$ cat src/design/gipd_pkg.sv
// Package for the grid increasing-path block: sizes, the line buffer entry
// type and the saturating length increment. No dependencies.
`timescale 1ns / 1ps

package gipd_pkg;

  localparam int unsigned MaxWidth   = 1024;
  localparam int unsigned ColBits    = $clog2(MaxWidth);
  localparam int unsigned WidthBits  = 11;
  localparam int unsigned ValueBits  = 32;
  localparam int unsigned LengthBits = 16;

  localparam logic [LengthBits-1:0] LenMax = {LengthBits{1'b1}};
  localparam logic [LengthBits-1:0] LenOne = LengthBits'(1);

  typedef logic [ColBits-1:0]          col_t;
  typedef logic [LengthBits-1:0]       len_t;
  typedef logic signed [ValueBits-1:0] value_t;

  // One line buffer entry: the value and path length of a cell one row up.
  typedef struct packed {
    value_t value;
    len_t   length;
  } entry_t;

  function automatic len_t sat_inc(input len_t len);
    return (len == LenMax) ? LenMax : len + LenOne;
  endfunction

endpackage

$ cat src/design/gipd_cell.sv
// Path length of one cell from its left and upper neighbours, and the new
// running maximum. Purely combinational. Depends on gipd_pkg.
`timescale 1ns / 1ps

module gipd_cell (
  input  gipd_pkg::value_t value_i,
  input  logic             has_left_i,
  input  logic             has_above_i,
  input  gipd_pkg::value_t left_value_i,
  input  gipd_pkg::len_t   left_length_i,
  input  gipd_pkg::entry_t above_i,
  input  gipd_pkg::len_t   best_i,
  output gipd_pkg::len_t   length_o,
  output gipd_pkg::len_t   best_o
);

  gipd_pkg::len_t left_cand;
  gipd_pkg::len_t up_cand;

  always_comb begin
    left_cand = gipd_pkg::LenOne;
    up_cand   = gipd_pkg::LenOne;
    if (has_left_i && (left_value_i < value_i)) begin
      left_cand = gipd_pkg::sat_inc(left_length_i);
    end
    if (has_above_i && (above_i.value < value_i)) begin
      up_cand = gipd_pkg::sat_inc(above_i.length);
    end
  end

  assign length_o = (left_cand > up_cand) ? left_cand : up_cand;
  assign best_o   = (length_o > best_i) ? length_o : best_i;

endmodule
$ cat config.mk
export PLATFORM = sky130hd
export DESIGN_NAME = gipd_cell
export DESIGN_NICKNAME = d
export VERILOG_FILES = /design/src/design/gipd_pkg.sv /design/src/design/gipd_cell.sv
export SDC_FILE = /design/constraint.sdc
export NUM_CORES = 1
export LEC_CHECK = 0
export BUFFER_PORTS_ARGS = -buffer_cell sky130_fd_sc_hd__buf_2
export CAP_MARGIN = 20
export CORE_ASPECT_RATIO = 1.4
export CORE_MARGIN = 1
export CORE_UTILIZATION = 54
export DETAILED_ROUTE_END_ITERATION = 16
export PLACE_DENSITY = 0.91
export SYNTH_ARGS = -nofsm -noshare
export SYNTH_HDL_FRONTEND = slang
export SYNTH_SLANG_ARGS = --single-unit
$ cat constraint.sdc
create_clock -name vclk -period 30
set_input_delay 6 -clock vclk [all_inputs]
set_output_delay 6 -clock vclk [all_outputs]
set_load 0.1 [all_outputs]
Word level (Yosys, flattened, before mapping)
Cells that the tools add are included.
{"block": "classes", "addsub": 2, "n_lt_le_gt_ge": 4, "n_eq_ne": 2, "n_mux": 6, "n_reduce_logical": 2}
{"op": "16-bit 2-to-1 mux", "count": 6}
{"op": "32-bit less-than comparator", "count": 2}
{"op": "16-bit by 1-bit adder with 16-bit output (second input constant)", "count": 2}
{"op": "16-bit == test (second input constant)", "count": 2}
{"op": "16-bit greater-than comparator", "count": 2}
{"op": "1-bit logical AND", "count": 2}
{"block": "totals", "ff_bits": 0, "inputBits": 146, "output_inout_bits": 32, "word_cells": 16}

Depth between registers and ports, before layout
Gate-level depths: netlist (run 1).
{"block": "logic_depth", "depth_word": 7, "ltp_mapped": 30, "mapped_depth_nobuf": 25}

Worst setup path before layout (run 1)
OpenSTA, ideal clock, no wires.
{"block": "synth_path", "path_kind": "input to output", "start": "input value_i[14]", "end": "output best_o[2]", "arrival_ns": 16.799, "required_time_ns": 24.000, "slack_ns": 7.201, "cell_stages": 25, "n_path_buf": 1, "cell_sequence": "inv_1 ha_1 nand4_1 nor4_1 a31oi_1 a311o_1 nand2_1 xor2_1 or3b_2 ha_1 nand4_1 a211o_1 a31o_2 a21oi_1 nor4b_4 nor2_4 o21ai_0 ha_1 nand4_1 nor4_1 nand4_1 o21ai_0 a21o_1 buf_1 o311ai_0"}
{"block": "synth_via", "elab_chain_cells": 7, "word_cells_on_any_way": 10, "cone_classes": "order compare (4); mux (4); reduce/logical (2)"}
{"element": "from (decl)", "line_no": "gipd_cell.sv:6", "source": "input gipd_pkg::value_t value_i,"}
{"element": "32-bit less-than comparator (on tied branches)", "line_no": "gipd_cell.sv:23, gipd_cell.sv:26"}
{"element": "1-bit logical AND (on tied branches)", "line_no": "gipd_cell.sv:23, gipd_cell.sv:26"}
{"element": "16-bit 2-to-1 mux (on tied branches)", "line_no": "gipd_cell.sv:23, gipd_cell.sv:26"}
{"element": "16-bit greater-than comparator", "line_no": "gipd_cell.sv:31", "source": "assign length_o = (left_cand > up_cand) ? left_cand : up_cand;"}
{"element": "16-bit 2-to-1 mux (*)", "line_no": "gipd_cell.sv:31"}
{"element": "net length_o[15]", "line_no": "gipd_cell.sv:13", "source": "output gipd_pkg::len_t length_o,"}
{"element": "16-bit greater-than comparator (*)", "line_no": "gipd_cell.sv:32", "source": "assign best_o = (length_o > best_i) ? length_o : best_i;"}
{"element": "16-bit 2-to-1 mux (*)", "line_no": "gipd_cell.sv:32"}
{"element": "to (decl)", "line_no": "gipd_cell.sv:14", "source": "output gipd_pkg::len_t best_o"}
The timed path passes the listed nets; every way through them passes the cells marked *.

Worst setup path after layout (run 1)
{"block": "layout_path", "start": "input value_i[14]", "end": "output best_o[9]"}
{"block": "layout_via", "elab_chain_cells": 7, "word_cells_on_any_way": 10, "cone_classes": "order compare (4); mux (4); reduce/logical (2)"}
{"element": "32-bit less-than comparator (on tied branches)", "line_no": "gipd_cell.sv:23, gipd_cell.sv:26"}
{"element": "1-bit logical AND (on tied branches)", "line_no": "gipd_cell.sv:23, gipd_cell.sv:26"}
{"element": "16-bit 2-to-1 mux (on tied branches)", "line_no": "gipd_cell.sv:23, gipd_cell.sv:26"}
{"element": "16-bit greater-than comparator", "line_no": "gipd_cell.sv:31"}
{"element": "16-bit 2-to-1 mux (*)", "line_no": "gipd_cell.sv:31"}
{"element": "16-bit greater-than comparator", "line_no": "gipd_cell.sv:32"}
{"element": "16-bit 2-to-1 mux (*)", "line_no": "gipd_cell.sv:32"}
Mark *: on every way between the ends. The rest lies on a longest branch, timed or not.

==> results of run 1 <==
area by class of cell:
class	count	area, sq um	share of cell area
inverter	66	247.7	0.05152
multi-input combinational	457	3521	0.7322
tap	95	118.9	0.02472
timing repair buffer	182	920.9	0.1915
power by group:
group | internal [mW] | leakage (nW) | switching [mW]
logic | 0.0417 | 2.62 | 0.105
clock network | 0 | 0 | 0
registers | 0 | 0 | 0
total | 0.0417 | 2.62 | 0.105
tightest hold or removal path: stages:
cell	delay, ns
buf_2	0.12
nand2_1	0.05
o311ai_1	0.08
buf_2	0.30
logic make-up after synthesis:
logic type,after synthesis
multiplexers,5
AO/OA/AOI/OAI,137
AND/OR/NAND/NOR,197
buffers and inverters,86
adder cells (fa/ha/maj),96
XOR/XNOR,22
metal layers:
metal,vias up,routed length [um],part of all wire,GRT usage
met2,329,6981,0.50,0.7022
met1,2169,4777,0.34,0.3658
met4,0,1132,0.081,0.2811
met5,-,0,0,0
li1,2351,-,-,-
met3,88,1127,0.080,0.06607
cells in the mapped netlist (all sizes together), types with 2 or more instances:
cell type	instances
mux2i	4
a31oi	3
a2111oi	3
ha	96
clkbuf	11
inv	66
o211ai	14
nor2	24
and2	13
o21a	6
o311ai	14
nand3	23
nand2	58
o21ai	22
buf	9
o22ai	14
and4	7
and3	15
a211oi	7
nand2b	6
nor2b	2
xnor2	11
a21o	10
nor3	3
nor4	5
a221oi	3
nand3b	11
nand4	17
and4b	2
or4	2
a2111o	2
a21oi	26
nor3b	5
xor2	11
path summary, 6_finish.rpt:
kind / startpoint / to / slack [ns] / cells after the start
worst max-delay path: value_i[14] / best_o[9] / 9.96 / 27
worst min-delay path: best_i[5] / best_o[5] / 12.55 / 4
==> results.cfg, run 1 <==
[synthesis]
synthXorXnorAreaFrac = 0.04985
synthSimpleGateAreaFrac = 0.2784
synth_top_cell_by_area = ha_1
synth_cells = 543
synth-seq-area-share = 0
syn_area_sq_um = 3865
yosys_warnings = 0
synth_top_family_by_area = adder cells
muxShareOfSynthArea = 0.01327
synth.top_cells.by_area = ha_1, inv_1, nand2_1, a21oi_1, nand3_1
synth_compound_gate_area_share = 0.2587
syn_nets = 785
syn_area_per_cell_sq_um = 7.118
synth_top_cell_area_share = 0.3108
synth_fa_ha_area_frac = 0.3108
ys_types = 65

[critical_path]
required_ns = 24.00
crit_family = simple AND/OR/NAND/NOR gates
crit_slowest_cell = nor4b_4
endpoint_kind = output port
path_buf_inv = 3
critical_path_class = input pin to output port
critPathMaxStageDelay_ns = 0.84
crit_path_frequent_cell = ha_1
crit_fanout = 28
worstSetupStartpointType = input pin
arrival_ns = 14.04

[final_layout]
fin_nets = 949
syn2layout_area_growth_pct = 24.41
utilization = 0.6932
ff_latch_area_sq_um = 0
fin_area_sq_um = 4808
stdcell_count = 800
num_antenna_cells = 0
mostFrequentLayoutCells = buf_2, ha_1, inv_1
nFillCells = 605
mostFrequentLayoutCell = buf_2
clkbuf_count = 0
drive_gt1_frac = 0.2780
nFlopsAndLatches = 0

[timing]
fmax_ghz = 0.04990
worst_slew_pin_slew_ns = 0.9922
final_hold_viol_count = 0
slew_violations = 0
timing.final.setup_violations = 0
finalWorstSetupSlack_ns = 9.962
relSlewSlack = 0.3338
tns_ns = 0
timing.hold.ws_ns = 12.55
fin_crit_ns = 20.04
fin_crit_sh = 0.6679
rsz0062_at_grt = no

[global_route]
grt_overflow = 0
antenna_found_initial = 0
grtUsageTotal = 0.3785
grt_start_max_net_pins = 32
grt_pass1_vias = 4911
grt_pass1_wl_um = 22260

[floorplan]
start_util = 0.5572
core_sq_um = 6937
pin_count = 178
die_area_sq_um = 7504
num_rows = 36
die_w_um = 73.50
die_y_um = 102.1

[routing]
drtPass1Iterations = 5
drtAntennaViolNets = 0
wl_um = 14020
drc = 0
drt_iter0_drc = 272
via_per_inst = 6.171
wire_per_inst_um = 17.52
vias = 4937

[placement]
io_buffers = 178
placed_area_sq_um = 4801
gp_congestion = 1.004
place_hpwl_um = 12190
place_inst = 799
place_ws_ns = 9.873

[worst_hold_path]
worstHoldPathType = input pin to output port

[outcome]
status = complete, no violations

[power_and_ir_drop]
leakage_nw = 2.622
total_power_uw = 147.1
vdd_ir_drop_max_mv = 0.03668
power_density_nw_per_um2 = 30.59

[clock_tree]
hold_buffers = 0
cts_resized = 0
post_cts_buffers = 0

[job]
cap_violations = 0
(Power assumes the default switching activity.)
==> run 2, diff against run 1 <==
- CORE_UTILIZATION: 54 -> 50
- PLACE_DENSITY: 0.91 -> 0.85
- clock period: 30 -> 19.2 ns (I/O delays scaled with it)
==> run 2 against run 1 <==
Total power up 57%. First-iteration DRC count down 16%. Worst hold slack worse by 4.3 ns. Die area rose by 7.8%. Combinational power is 57% higher. Largest power group unchanged. Highest routed layer unchanged.
==> results.cfg, run 2 (synthesis results as in run 1) <==
[timing]
fin_crit_ns = 15.74
timing.hold.ws_ns = 8.242
finalWorstSetupSlack_ns = 3.457
relSlewSlack = 0.3470
timing.final.setup_violations = 0
tns_ns = 0
slew_violations = 0
worst_slew_pin_slew_ns = 0.9725
rsz0062_at_grt = no
fmax_ghz = 0.06352
final_hold_viol_count = 0
fin_crit_sh = 0.8200

[floorplan]
pin_count = 178
die_y_um = 106.0
die_area_sq_um = 8090
die_w_um = 76.31
start_util = 0.5218
num_rows = 37
core_sq_um = 7407

[global_route]
grt_start_max_net_pins = 29
top_usage_layer = met2
use_met3 = 0.03433
use_met1 = 0.3474
use_met2 = 0.6667
grt_pass1_vias = 4861
grt_overflow = 0
antenna_found_initial = 0
grtUsageTotal = 0.3383
grt_pass1_wl_um = 22400

[routing]
drt_iter0_drc = 228
drtPass1Iterations = 5
via_per_inst = 6.032
wire_per_inst_um = 17.44
vias = 4838
drtAntennaViolNets = 0
wl_um = 13990
drc = 0

[critical_path]
crit_slowest_cell = nor4b_4
crit_fanout = 28
endpoint_kind = output port
critical_path_class = input pin to output port
crit_path_frequent_cell = ha_1
required_ns = 15.36
critPathMaxStageDelay_ns = 0.87
cp-startpoint = value_i[14]
worstSetupStartpointType = input pin
arrival_ns = 11.90

[clock_tree]
hold_buffers = 0
cts_resized = 0
post_cts_buffers = 0

[final_layout]
ff_latch_area_sq_um = 0
mostFrequentLayoutCell = buf_2
nFlopsAndLatches = 0
nFillCells = 661
fin_area_sq_um = 4811
clkbuf_count = 0
num_antenna_cells = 0
fin_nets = 949
syn2layout_area_growth_pct = 24.47
mostFrequentLayoutCells = buf_2, ha_1, inv_1
stdcell_count = 802
drive_gt1_frac = 0.2780
multi_input_area_sq_um = 3521
utilization = 0.6495

[outcome]
status = complete, no violations

[power_and_ir_drop]
leakage_nw = 2.622
total_power_uw = 230.6
power_density_nw_per_um2 = 47.93
vdd_ir_drop_max_mv = 0.05050

[placement]
place_inst = 801
io_buffers = 178
place_hpwl_um = 12170
gp_congestion = 1.004
place_ws_ns = 3.357
placed_area_sq_um = 4803

[worst_hold_path]
worstHoldStart = best_i[5]
worstHoldPathType = input pin to output port

[job]
cap_violations = 0
-- run 2: power by group --
part | internal (mW) | switching [mW]
Clock | 0 | 0
Sequential | 0 | 0
Combinational | 0.0652 | 0.165
Total | 0.0652 | 0.165
-- run 2: cell type report --
type,instances,area share
tap,97,0.02523
timing repair buffer,182,0.1914
inverter,66,0.05150
multi-input combinational,457,0.7319
-- run 2: worst paths after layout --
check / to / slack (ns) / cells after the start
hold / removal: best_o[5] / 8.24 / 4
setup / recovery: best_o[11] / 3.46 / 27
-- run 2: worst max-delay path: cells and delay by family --
family / cells / cell delay, ns
and+or+nand+nor: 11 / 3.13
buffers and inverters: 3 / 0.62
adders and majority gates: 3 / 0.80
AOI/OAI and AO/OA: 9 / 2.72
xor gates and xnor gates: 1 / 0.77
-- run 2: per-layer routing --
layer / vias to the layer above / wire length (um)
met3: 46 / 1006
li1: 2360 / -
met2: 262 / 7126
met4: 0 / 753
met1: 2170 / 5103
met5: - / 0
